## src/rtl/core/ledfe_pkg.sv

```systemverilog
// Package: types, codes and tables shared by the LED display frame encoder.
`default_nettype none
package ledfe_pkg;

    typedef enum logic [2:0] {
        OP_NUMBER     = 3'd0,
        OP_COMMAND    = 3'd1,
        OP_CLEAR      = 3'd2,
        OP_TEXT_START = 3'd3,
        OP_TEXT_BYTE  = 3'd4
    } op_t;

    typedef struct packed {
        logic [2:0]  op;
        logic [13:0] number;
        logic [7:0]  byte_in;
        logic [3:0]  text_address;
        logic        final_req;
    } item_t;

    typedef struct packed {
        logic [7:0] byte_out;
        logic       frame_end;
        logic       last;
    } beat_t;

    // classified command handed from front to back
    typedef struct packed {
        op_t         kind;
        logic [13:0] value;
        logic [7:0]  data;
        logic        final_req;
    } cmd_t;

    localparam logic [7:0]  ADDR_CMD    = 8'hC0;
    localparam logic [7:0]  DATA_CMD    = 8'h40;
    localparam logic [13:0] NUM_MAX     = 14'd9999;
    localparam logic [3:0]  NUMBER_LAST = 4'd4;
    localparam logic [3:0]  CLEAR_LAST  = 4'd15;

    function automatic logic [7:0] seg_code(input logic [3:0] d);
        logic [7:0] s;
        case (d)
            4'd0:    s = 8'h3F;
            4'd1:    s = 8'h06;
            4'd2:    s = 8'h5B;
            4'd3:    s = 8'h4F;
            4'd4:    s = 8'h66;
            4'd5:    s = 8'h6D;
            4'd6:    s = 8'h7D;
            4'd7:    s = 8'h07;
            4'd8:    s = 8'h7F;
            4'd9:    s = 8'h6F;
            default: s = 8'h00;
        endcase
        return s;
    endfunction

    // decimal weight of the digit sent at a given byte index of a number frame
    function automatic logic [13:0] digit_weight(input logic [3:0] idx);
        logic [13:0] w;
        case (idx)
            4'd1:    w = 14'd1000;
            4'd2:    w = 14'd100;
            4'd3:    w = 14'd10;
            4'd4:    w = 14'd1;
            default: w = 14'd0;
        endcase
        return w;
    endfunction

endpackage
`default_nettype wire

```

## src/rtl/core/ledfe_front.sv

```systemverilog
// Front: holds the digit address register, classifies items and clamps numbers.
`default_nettype none
module ledfe_front (
    input  wire logic             clk,
    input  wire logic             rst_n,
    input  wire logic             cfg_valid,
    input  wire logic [3:0]       cfg_data,
    input  wire logic             item_valid,
    input  wire ledfe_pkg::item_t item,
    input  wire logic             q_full,
    output logic                  item_stall,
    output logic                  push,
    output ledfe_pkg::cmd_t       push_data
);

    logic [3:0] digit_address_reg;
    logic [3:0] digit_address_next;
    logic       op_ok;

    always_comb
    begin
        digit_address_next = digit_address_reg;
        if (cfg_valid)
        begin
            digit_address_next = cfg_data;
        end
    end

    always_ff @(posedge clk or negedge rst_n)
    begin
        if (!rst_n)
        begin
            digit_address_reg <= 4'd0;
        end
        else
        begin
            digit_address_reg <= digit_address_next;
        end
    end

    assign op_ok      = (item.op == ledfe_pkg::OP_NUMBER) ||
                        (item.op == ledfe_pkg::OP_COMMAND) ||
                        (item.op == ledfe_pkg::OP_CLEAR) ||
                        (item.op == ledfe_pkg::OP_TEXT_START) ||
                        (item.op == ledfe_pkg::OP_TEXT_BYTE);
    assign item_stall = q_full;
    // unused op codes are taken and dropped
    assign push       = item_valid && !q_full && op_ok;

    always_comb
    begin
        push_data.kind      = ledfe_pkg::op_t'(item.op);
        push_data.value     = (item.number > ledfe_pkg::NUM_MAX) ? ledfe_pkg::NUM_MAX
                                                                 : item.number;
        push_data.final_req = item.final_req;
        case (item.op)
            ledfe_pkg::OP_NUMBER:     push_data.data = ledfe_pkg::ADDR_CMD |
                                                       {4'd0, digit_address_reg};
            ledfe_pkg::OP_TEXT_START: push_data.data = ledfe_pkg::ADDR_CMD |
                                                       {4'd0, item.text_address};
            default:                  push_data.data = item.byte_in;
        endcase
    end

endmodule
`default_nettype wire

```

## src/rtl/core/ledfe_queue.sv

```systemverilog
// Queue: small FIFO of classified commands between front and back.
`default_nettype none
module ledfe_queue #(
    parameter int DEPTH = 2
) (
    input  wire logic            clk,
    input  wire logic            rst_n,
    input  wire logic            push,
    input  wire ledfe_pkg::cmd_t push_data,
    input  wire logic            pop,
    output ledfe_pkg::cmd_t      pop_data,
    output logic                 full,
    output logic                 empty
);

    localparam int PW = (DEPTH > 1) ? $clog2(DEPTH) : 1;
    localparam int CW = $clog2(DEPTH + 1);

    ledfe_pkg::cmd_t mem_reg [DEPTH];
    logic [PW-1:0]   wr_ptr_reg, wr_ptr_next;
    logic [PW-1:0]   rd_ptr_reg, rd_ptr_next;
    logic [CW-1:0]   count_reg, count_next;

    function automatic logic [PW-1:0] ptr_inc(input logic [PW-1:0] p);
        return (p == PW'(DEPTH - 1)) ? '0 : p + 1'b1;
    endfunction

    assign full     = (count_reg == CW'(DEPTH));
    assign empty    = (count_reg == '0);
    assign pop_data = mem_reg[rd_ptr_reg];

    always_comb
    begin
        wr_ptr_next = push ? ptr_inc(wr_ptr_reg) : wr_ptr_reg;
        rd_ptr_next = pop ? ptr_inc(rd_ptr_reg) : rd_ptr_reg;
        count_next  = count_reg;
        if (push && !pop)
        begin
            count_next = count_reg + 1'b1;
        end
        else if (pop && !push)
        begin
            count_next = count_reg - 1'b1;
        end
    end

    always_ff @(posedge clk or negedge rst_n)
    begin
        if (!rst_n)
        begin
            wr_ptr_reg <= '0;
            rd_ptr_reg <= '0;
            count_reg  <= '0;
        end
        else
        begin
            wr_ptr_reg <= wr_ptr_next;
            rd_ptr_reg <= rd_ptr_next;
            count_reg  <= count_next;
        end
    end

    always_ff @(posedge clk)
    begin
        if (push)
        begin
            mem_reg[wr_ptr_reg] <= push_data;
        end
    end

endmodule
`default_nettype wire

```

## src/rtl/core/ledfe_back.sv

```systemverilog
// Back: byte sequencer that expands one command into its frame beats.
`default_nettype none
module ledfe_back (
    input  wire logic            clk,
    input  wire logic            rst_n,
    input  wire ledfe_pkg::cmd_t pop_data,
    input  wire logic            q_empty,
    output logic                 pop,
    input  wire logic            beat_stall,
    output logic                 beat_valid,
    output ledfe_pkg::beat_t     beat
);

    ledfe_pkg::cmd_t  cur_reg, cur_next;
    logic             busy_reg, busy_next;
    logic [3:0]       idx_reg, idx_next;
    logic [13:0]      rem_reg, rem_next;
    logic             beat_valid_reg, beat_valid_next;
    ledfe_pkg::beat_t beat_reg, beat_next;

    ledfe_pkg::beat_t gen;
    logic [13:0]      weight;
    logic [13:0]      step;
    logic [13:0]      sub;
    logic [3:0]       digit;
    logic             adv;

    // one decimal digit of the remainder: largest k with k*weight <= rem
    always_comb
    begin
        weight = ledfe_pkg::digit_weight(idx_reg);
        digit  = 4'd0;
        sub    = 14'd0;
        step   = 14'd0;
        for (int k = 1; k <= 9; k++)
        begin
            step = 14'(k) * weight;
            if (rem_reg >= step)
            begin
                digit = 4'(k);
                sub   = step;
            end
        end
    end

    always_comb
    begin
        gen = '0;
        case (cur_reg.kind)
            ledfe_pkg::OP_NUMBER:
            begin
                gen.byte_out  = (idx_reg == 4'd0) ? cur_reg.data
                                                  : ledfe_pkg::seg_code(digit);
                gen.frame_end = (idx_reg == ledfe_pkg::NUMBER_LAST);
                gen.last      = (idx_reg == ledfe_pkg::NUMBER_LAST);
            end
            ledfe_pkg::OP_COMMAND:
            begin
                gen.byte_out  = cur_reg.data;
                gen.frame_end = 1'b1;
                gen.last      = 1'b1;
            end
            ledfe_pkg::OP_CLEAR:
            begin
                gen.byte_out  = (idx_reg == 4'd0) ? ledfe_pkg::DATA_CMD :
                                (idx_reg == 4'd1) ? ledfe_pkg::ADDR_CMD : 8'h00;
                gen.frame_end = (idx_reg == ledfe_pkg::CLEAR_LAST);
                gen.last      = (idx_reg == ledfe_pkg::CLEAR_LAST);
            end
            ledfe_pkg::OP_TEXT_START:
            begin
                gen.byte_out  = cur_reg.data;
                gen.frame_end = cur_reg.final_req;
                gen.last      = 1'b1;
            end
            ledfe_pkg::OP_TEXT_BYTE:
            begin
                gen.byte_out  = (idx_reg == 4'd0) ? cur_reg.data : 8'h00;
                gen.frame_end = (idx_reg != 4'd0) && cur_reg.final_req;
                gen.last      = (idx_reg != 4'd0);
            end
            default:
            begin
                gen.last = 1'b1;
            end
        endcase
    end

    assign adv = !beat_valid_reg || !beat_stall;

    always_comb
    begin
        cur_next        = cur_reg;
        busy_next       = busy_reg;
        idx_next        = idx_reg;
        rem_next        = rem_reg;
        beat_next       = beat_reg;
        beat_valid_next = beat_valid_reg && beat_stall;
        pop             = 1'b0;
        if (busy_reg)
        begin
            if (adv)
            begin
                beat_next       = gen;
                beat_valid_next = 1'b1;
                idx_next        = idx_reg + 1'b1;
                rem_next        = rem_reg - sub;
                if (gen.last)
                begin
                    busy_next = !q_empty;
                    pop       = !q_empty;
                    cur_next  = pop_data;
                    idx_next  = 4'd0;
                    rem_next  = pop_data.value;
                end
            end
        end
        else if (!q_empty)
        begin
            pop       = 1'b1;
            busy_next = 1'b1;
            cur_next  = pop_data;
            idx_next  = 4'd0;
            rem_next  = pop_data.value;
        end
    end

    always_ff @(posedge clk or negedge rst_n)
    begin
        if (!rst_n)
        begin
            busy_reg       <= 1'b0;
            idx_reg        <= 4'd0;
            beat_valid_reg <= 1'b0;
        end
        else
        begin
            busy_reg       <= busy_next;
            idx_reg        <= idx_next;
            beat_valid_reg <= beat_valid_next;
        end
    end

    always_ff @(posedge clk)
    begin
        cur_reg  <= cur_next;
        rem_reg  <= rem_next;
        beat_reg <= beat_next;
    end

    assign beat_valid = beat_valid_reg;
    assign beat       = beat_reg;

endmodule
`default_nettype wire

```

## src/rtl/core/led_display_frame_encoder.sv

```systemverilog
// Top level: LED display frame encoder, front / queue / back.
//
//   channel  dir  handshake              beat
//   item     in   item_valid/item_stall  item_t (op, number, byte_in, text_address, final_req)
//   beat     out  beat_valid/beat_stall  beat_t (byte_out, frame_end, last)
//   cfg      in   cfg_valid/cfg_ready    digit_address (4 bits)
//
// The back sequencer emits one byte per cycle while beat_stall is low; bytes
// per item: number 5, command 1, clear 16, text start 1, text byte 2.
// Unused op codes are accepted and produce nothing.
// From idle, the sequencer loads a command before it emits its first byte.
// Reset clears digit_address, the queue and the output valid flag.
// item_stall is high only while the command queue is full.
`default_nettype none
module led_display_frame_encoder #(
    parameter int QUEUE_DEPTH = 2
) (
    input  wire logic             clk,
    input  wire logic             rst_n,
    input  wire logic             cfg_valid,
    output logic                  cfg_ready,
    input  wire logic [3:0]       cfg_data,
    input  wire logic             item_valid,
    output logic                  item_stall,
    input  wire ledfe_pkg::item_t item,
    output logic                  beat_valid,
    input  wire logic             beat_stall,
    output ledfe_pkg::beat_t      beat
);

    logic            push;
    logic            pop;
    logic            q_full;
    logic            q_empty;
    ledfe_pkg::cmd_t push_data;
    ledfe_pkg::cmd_t pop_data;

    assign cfg_ready = 1'b1;

    ledfe_front u_front (
        .clk        (clk),
        .rst_n      (rst_n),
        .cfg_valid  (cfg_valid),
        .cfg_data   (cfg_data),
        .item_valid (item_valid),
        .item       (item),
        .q_full     (q_full),
        .item_stall (item_stall),
        .push       (push),
        .push_data  (push_data)
    );

    ledfe_queue #(
        .DEPTH (QUEUE_DEPTH)
    ) u_queue (
        .clk       (clk),
        .rst_n     (rst_n),
        .push      (push),
        .push_data (push_data),
        .pop       (pop),
        .pop_data  (pop_data),
        .full      (q_full),
        .empty     (q_empty)
    );

    ledfe_back u_back (
        .clk        (clk),
        .rst_n      (rst_n),
        .pop_data   (pop_data),
        .q_empty    (q_empty),
        .pop        (pop),
        .beat_stall (beat_stall),
        .beat_valid (beat_valid),
        .beat       (beat)
    );

    a_pop_nonempty: assert property (@(posedge clk) disable iff (!rst_n)
        pop |-> !q_empty)
        else $error("pop from empty command queue");

    a_push_not_full: assert property (@(posedge clk) disable iff (!rst_n)
        push |-> (!q_full && !item_stall))
        else $error("push into full command queue");

    a_push_lands: assert property (@(posedge clk) disable iff (!rst_n)
        (push && !pop) |=> !q_empty)
        else $error("pushed command missing from queue");

endmodule
`default_nettype wire

```

## config.mk

```make
export PLATFORM = sky130hd
export DESIGN_NAME = led_display_frame_encoder
export DESIGN_NICKNAME = d
export VERILOG_FILES = /design/src/rtl/core/ledfe_pkg.sv /design/src/rtl/core/ledfe_front.sv /design/src/rtl/core/ledfe_queue.sv /design/src/rtl/core/ledfe_back.sv /design/src/rtl/core/led_display_frame_encoder.sv
export SDC_FILE = /design/constraint.sdc
export NUM_CORES = 1
export LEC_CHECK = 0
export BUFFER_PORTS_ARGS = -buffer_cell sky130_fd_sc_hd__buf_2
export CORE_MARGIN = 2
export CORE_UTILIZATION = 50
export CTS_BUF_LIST = sky130_fd_sc_hd__clkbuf_16
export DETAILED_ROUTE_END_ITERATION = 7
export GPL_ROUTABILITY_DRIVEN = 0
export PLACE_DENSITY_LB_ADDON = 0.08
export SKIP_CTS_REPAIR_TIMING = 1
export SYNTH_ARGS = -nofsm -noshare
export SYNTH_HDL_FRONTEND = slang
export SYNTH_SLANG_ARGS = --single-unit
```

## constraint.sdc

```tcl
create_clock -name clk -period 8.75 [get_ports clk]
set_input_delay 0.4375 -clock clk [delete_from_list [all_inputs] [get_ports clk]]
set_output_delay 0.4375 -clock clk [all_outputs]
set_load 0.05 [all_outputs]
```

==> run metrics <==
run status=finished, final reports clean; reg2reg path depth=30; sum of overflow across all layers after global routing=0; type of the worst min-delay path=primary input to flop; number of cells on the worst hold path=1; via-per-instance ratio=6.056; via count of the first global-routing pass=6796; number of nets in the synthesized netlist=1049; clock latency at the later pin of the worst-skew pair=0.35 ns; crit path kind=flop to flop; minimum period implied by the final worst setup slack=8.043 ns; ANT nets after route=0; register area share after synthesis=35.15%; number of port buffers=50; share of final-layout standard cells stronger than drive strength 1=11.94%; dominant cell type by area after synthesis=edfxtp_1; register bit count reported by yosys=102; endpoint kind of the worst setup timing path=flop; maxcap violations=0; combined area of all synthesized cells=0.008516 mm2; die height=134.5 um; predominant post-synthesis flop cell=edfxtp_1; cell types occupying the most area after synthesis=edfxtp_1 (31%), ha_1 (17%), a21oi_1 (4.3%); Worst EP arrival=8.10 ns; max-slew violation total from the final report=0; DRC Markers=0; number of different library cells in the post-synthesis netlist=74; worst max-slew margin expressed relative to the limit=27.27%; Max H-tree Level=3; footprint of the multi-input gates=0.005249 mm2; number of ports placed on the die boundary=52; number of nets in the final layout=1095; critical-path maximum fanout=14; setup skew after layout=0.008308 ns; slew at the pin closest to its max-slew limit=1.087 ns; first-pass GRT wire length=35510 um; number of antenna violations at the first check in global routing=0; initial core utilization=51.17%; top-area cell type share of the netlist area=31.03%; setup repair after global routing missed its margin=false; number of standard cells after synthesis=887; area of the core region=0.01664 mm2; flip-flop and latch area=0.002993 mm2; pin count of the biggest net entering global routing=30; All-Layer GR Usage=24.94%; TritonCTS Buffers=9; hold violation total from the final report=0; Clk pin slew, worst setup/hold paths=0.07 ns; share of async-settable or async-resettable flops after synthesis=13.73%; number of setup violations in the final report=0; CTS tree=built; largest buffer count on any clock path=2; Post-Route Setup TNS=0 ns; number of diodes added for antenna fixing=0; drt pass-1 iters=5; placed wire-length estimate after detailed placement=17320 um; area of the die=0.01809 mm2; kind of start point of the critical path=flop; count of flip-flops with a built-in enable after synthesis=88; cell with the largest stage delay on the worst path=a21boi_0; Die Wd=134.5 um; number of warnings printed during yosys synthesis=0; final critical-path share of the clock period=91.92%; required arrival time at the worst endpoint=8.81 ns; Row Count=47; total wire length=22290 um; f_max=124.3 MHz; CP peak stage delay=0.59 ns; 1st-iter DRT viols=622; Filler Cell Count=1447; CTS Root Cell=clkbuf_16; mean post-synth cell area=9.601 um2; max FFs per register=52; mean routed wirelength per cell=19.25 um; growth of design area from synthesis to finish=9.404%; total via count in the routed design=7013; total number of clock tree sinks=102
==> cells in the final DEF (no fill, tap or decap), types with 19 or more instances in the layout <==
master,synthesis,layout
ha_1,116,116
edfxtp_1,88,88
a21oi_1,73,73
nand2_1,71,71
o21ai_0,61,61
nor2_1,51,50
buf_2,1,50
inv_1,43,43
xnor2_1,25,25
nor2b_1,19,19
==> metal layers <==
layer | track usage, % | routed length (um) | vias to the layer above
met5 | 0 | 0 | -
met4 | 7.076 | 388 | 0
met3 | 3.679 | 1306 | 37
met2 | 38.97 | 10050 | 247
met1 | 36.20 | 10550 | 3318
li1 | - | - | 3411
==> cell type report <==
type                            count  share of cell area [%]
Clock buffer                        9                   2.417
Clock inverter                      7                  0.5909
Inverter                           43                   1.732
Multi-Input combinational cell    713                   56.34
Sequential cell                   102                   32.12
Tap cell                          220                   2.955
Timing Repair Buffer               64                   3.841
==> final timing paths <==
kind	endpoint	from	slack [ns]
max	u_back.rem_reg[12]$_DFFE_PP_	u_back.idx_reg[2]$_DFFE_PN0P_	0.71
min	u_queue.mem_reg[0][0]$_DFFE_PP_	item[0]	0.28
max reg2reg	u_back.rem_reg[12]$_DFFE_PP_	u_back.idx_reg[2]$_DFFE_PN0P_	0.71
min reg2reg	u_front.digit_address_reg[2]$_DFFE_PN0P_	u_front.digit_address_reg[2]$_DFFE_PN0P_	0.51
max in group asynchronous	u_back.idx_reg[0]$_DFFE_PN0P_	rst_n	7.97
min in group asynchronous	u_front.digit_address_reg[0]$_DFFE_PN0P_	rst_n	0.52
==> cells in the mapped netlist (8+ instances only) <==
cell type and number:
nor3_1 18, o31ai_1 12, ha_1 116, o22ai_1 10, o21a_1 8, o21ai_0 61, nor2_1 51, nand2b_1 18
and2_1 11, clkbuf_1 23, nand3_1 18, a21oi_1 73, a21o_1 15, mux2_2 17, nand2_1 71, nor2b_1 19
a31oi_1 13, a211oi_1 12, dfrtp_1 14, xnor2_1 25, edfxtp_1 88, xor2_1 12, or3_1 11, mux2i_1 14
inv_1 43
==> kinds of logic (layout without fill, tap and decap cells) <==
group,after synthesis,count (layout),share of synthesized area (%)
buffers and inverters,72,123,3.320
DFF,102,102,35.15
adders and majority gates,123,123,18.69
muxes,31,31,3.894
AOI/OAI and AO/OA,261,261,19.51
and+or+nand+nor,259,259,15.55
xor gates and xnor gates,37,37,3.805
other,2,2,0.08819
==> critical path, delay by kind of cell (launching register included) <==
kind                       cells  cell delay, ns
AOI/OAI and AO/OA             14            3.32
adders and majority gates      5            1.85
and+or+nand+nor                7            1.28
buffers and inverters          2            0.52
DFF                            1            0.44
xor gates and xnor gates       2            0.34
==> metrics by stage <==
stage | utilization (%) | std cells | instance area, um2 | hold slack [ns] | setup slack (ns)
after floorplan | - | 887 | 8516 | 0.1419 | 1.900
after global placement | 54.24 | 1141 | 9026 | 0.3493 | 1.262
after detailed placement | 54.24 | 1141 | 9026 | 0.3577 | 0.8469
after CTS | 55.92 | 1157 | 9306 | -0.02539 | 0.8294
after global routing | 55.98 | 1158 | 9316 | 0.2706 | 0.1386
final | 55.98 | 1158 | 9316 | 0.2780 | 0.7074
Power is left out: the tool's default activity adds up to more than one toggle a clock period on the data nets, which glitch-free logic cannot reach.
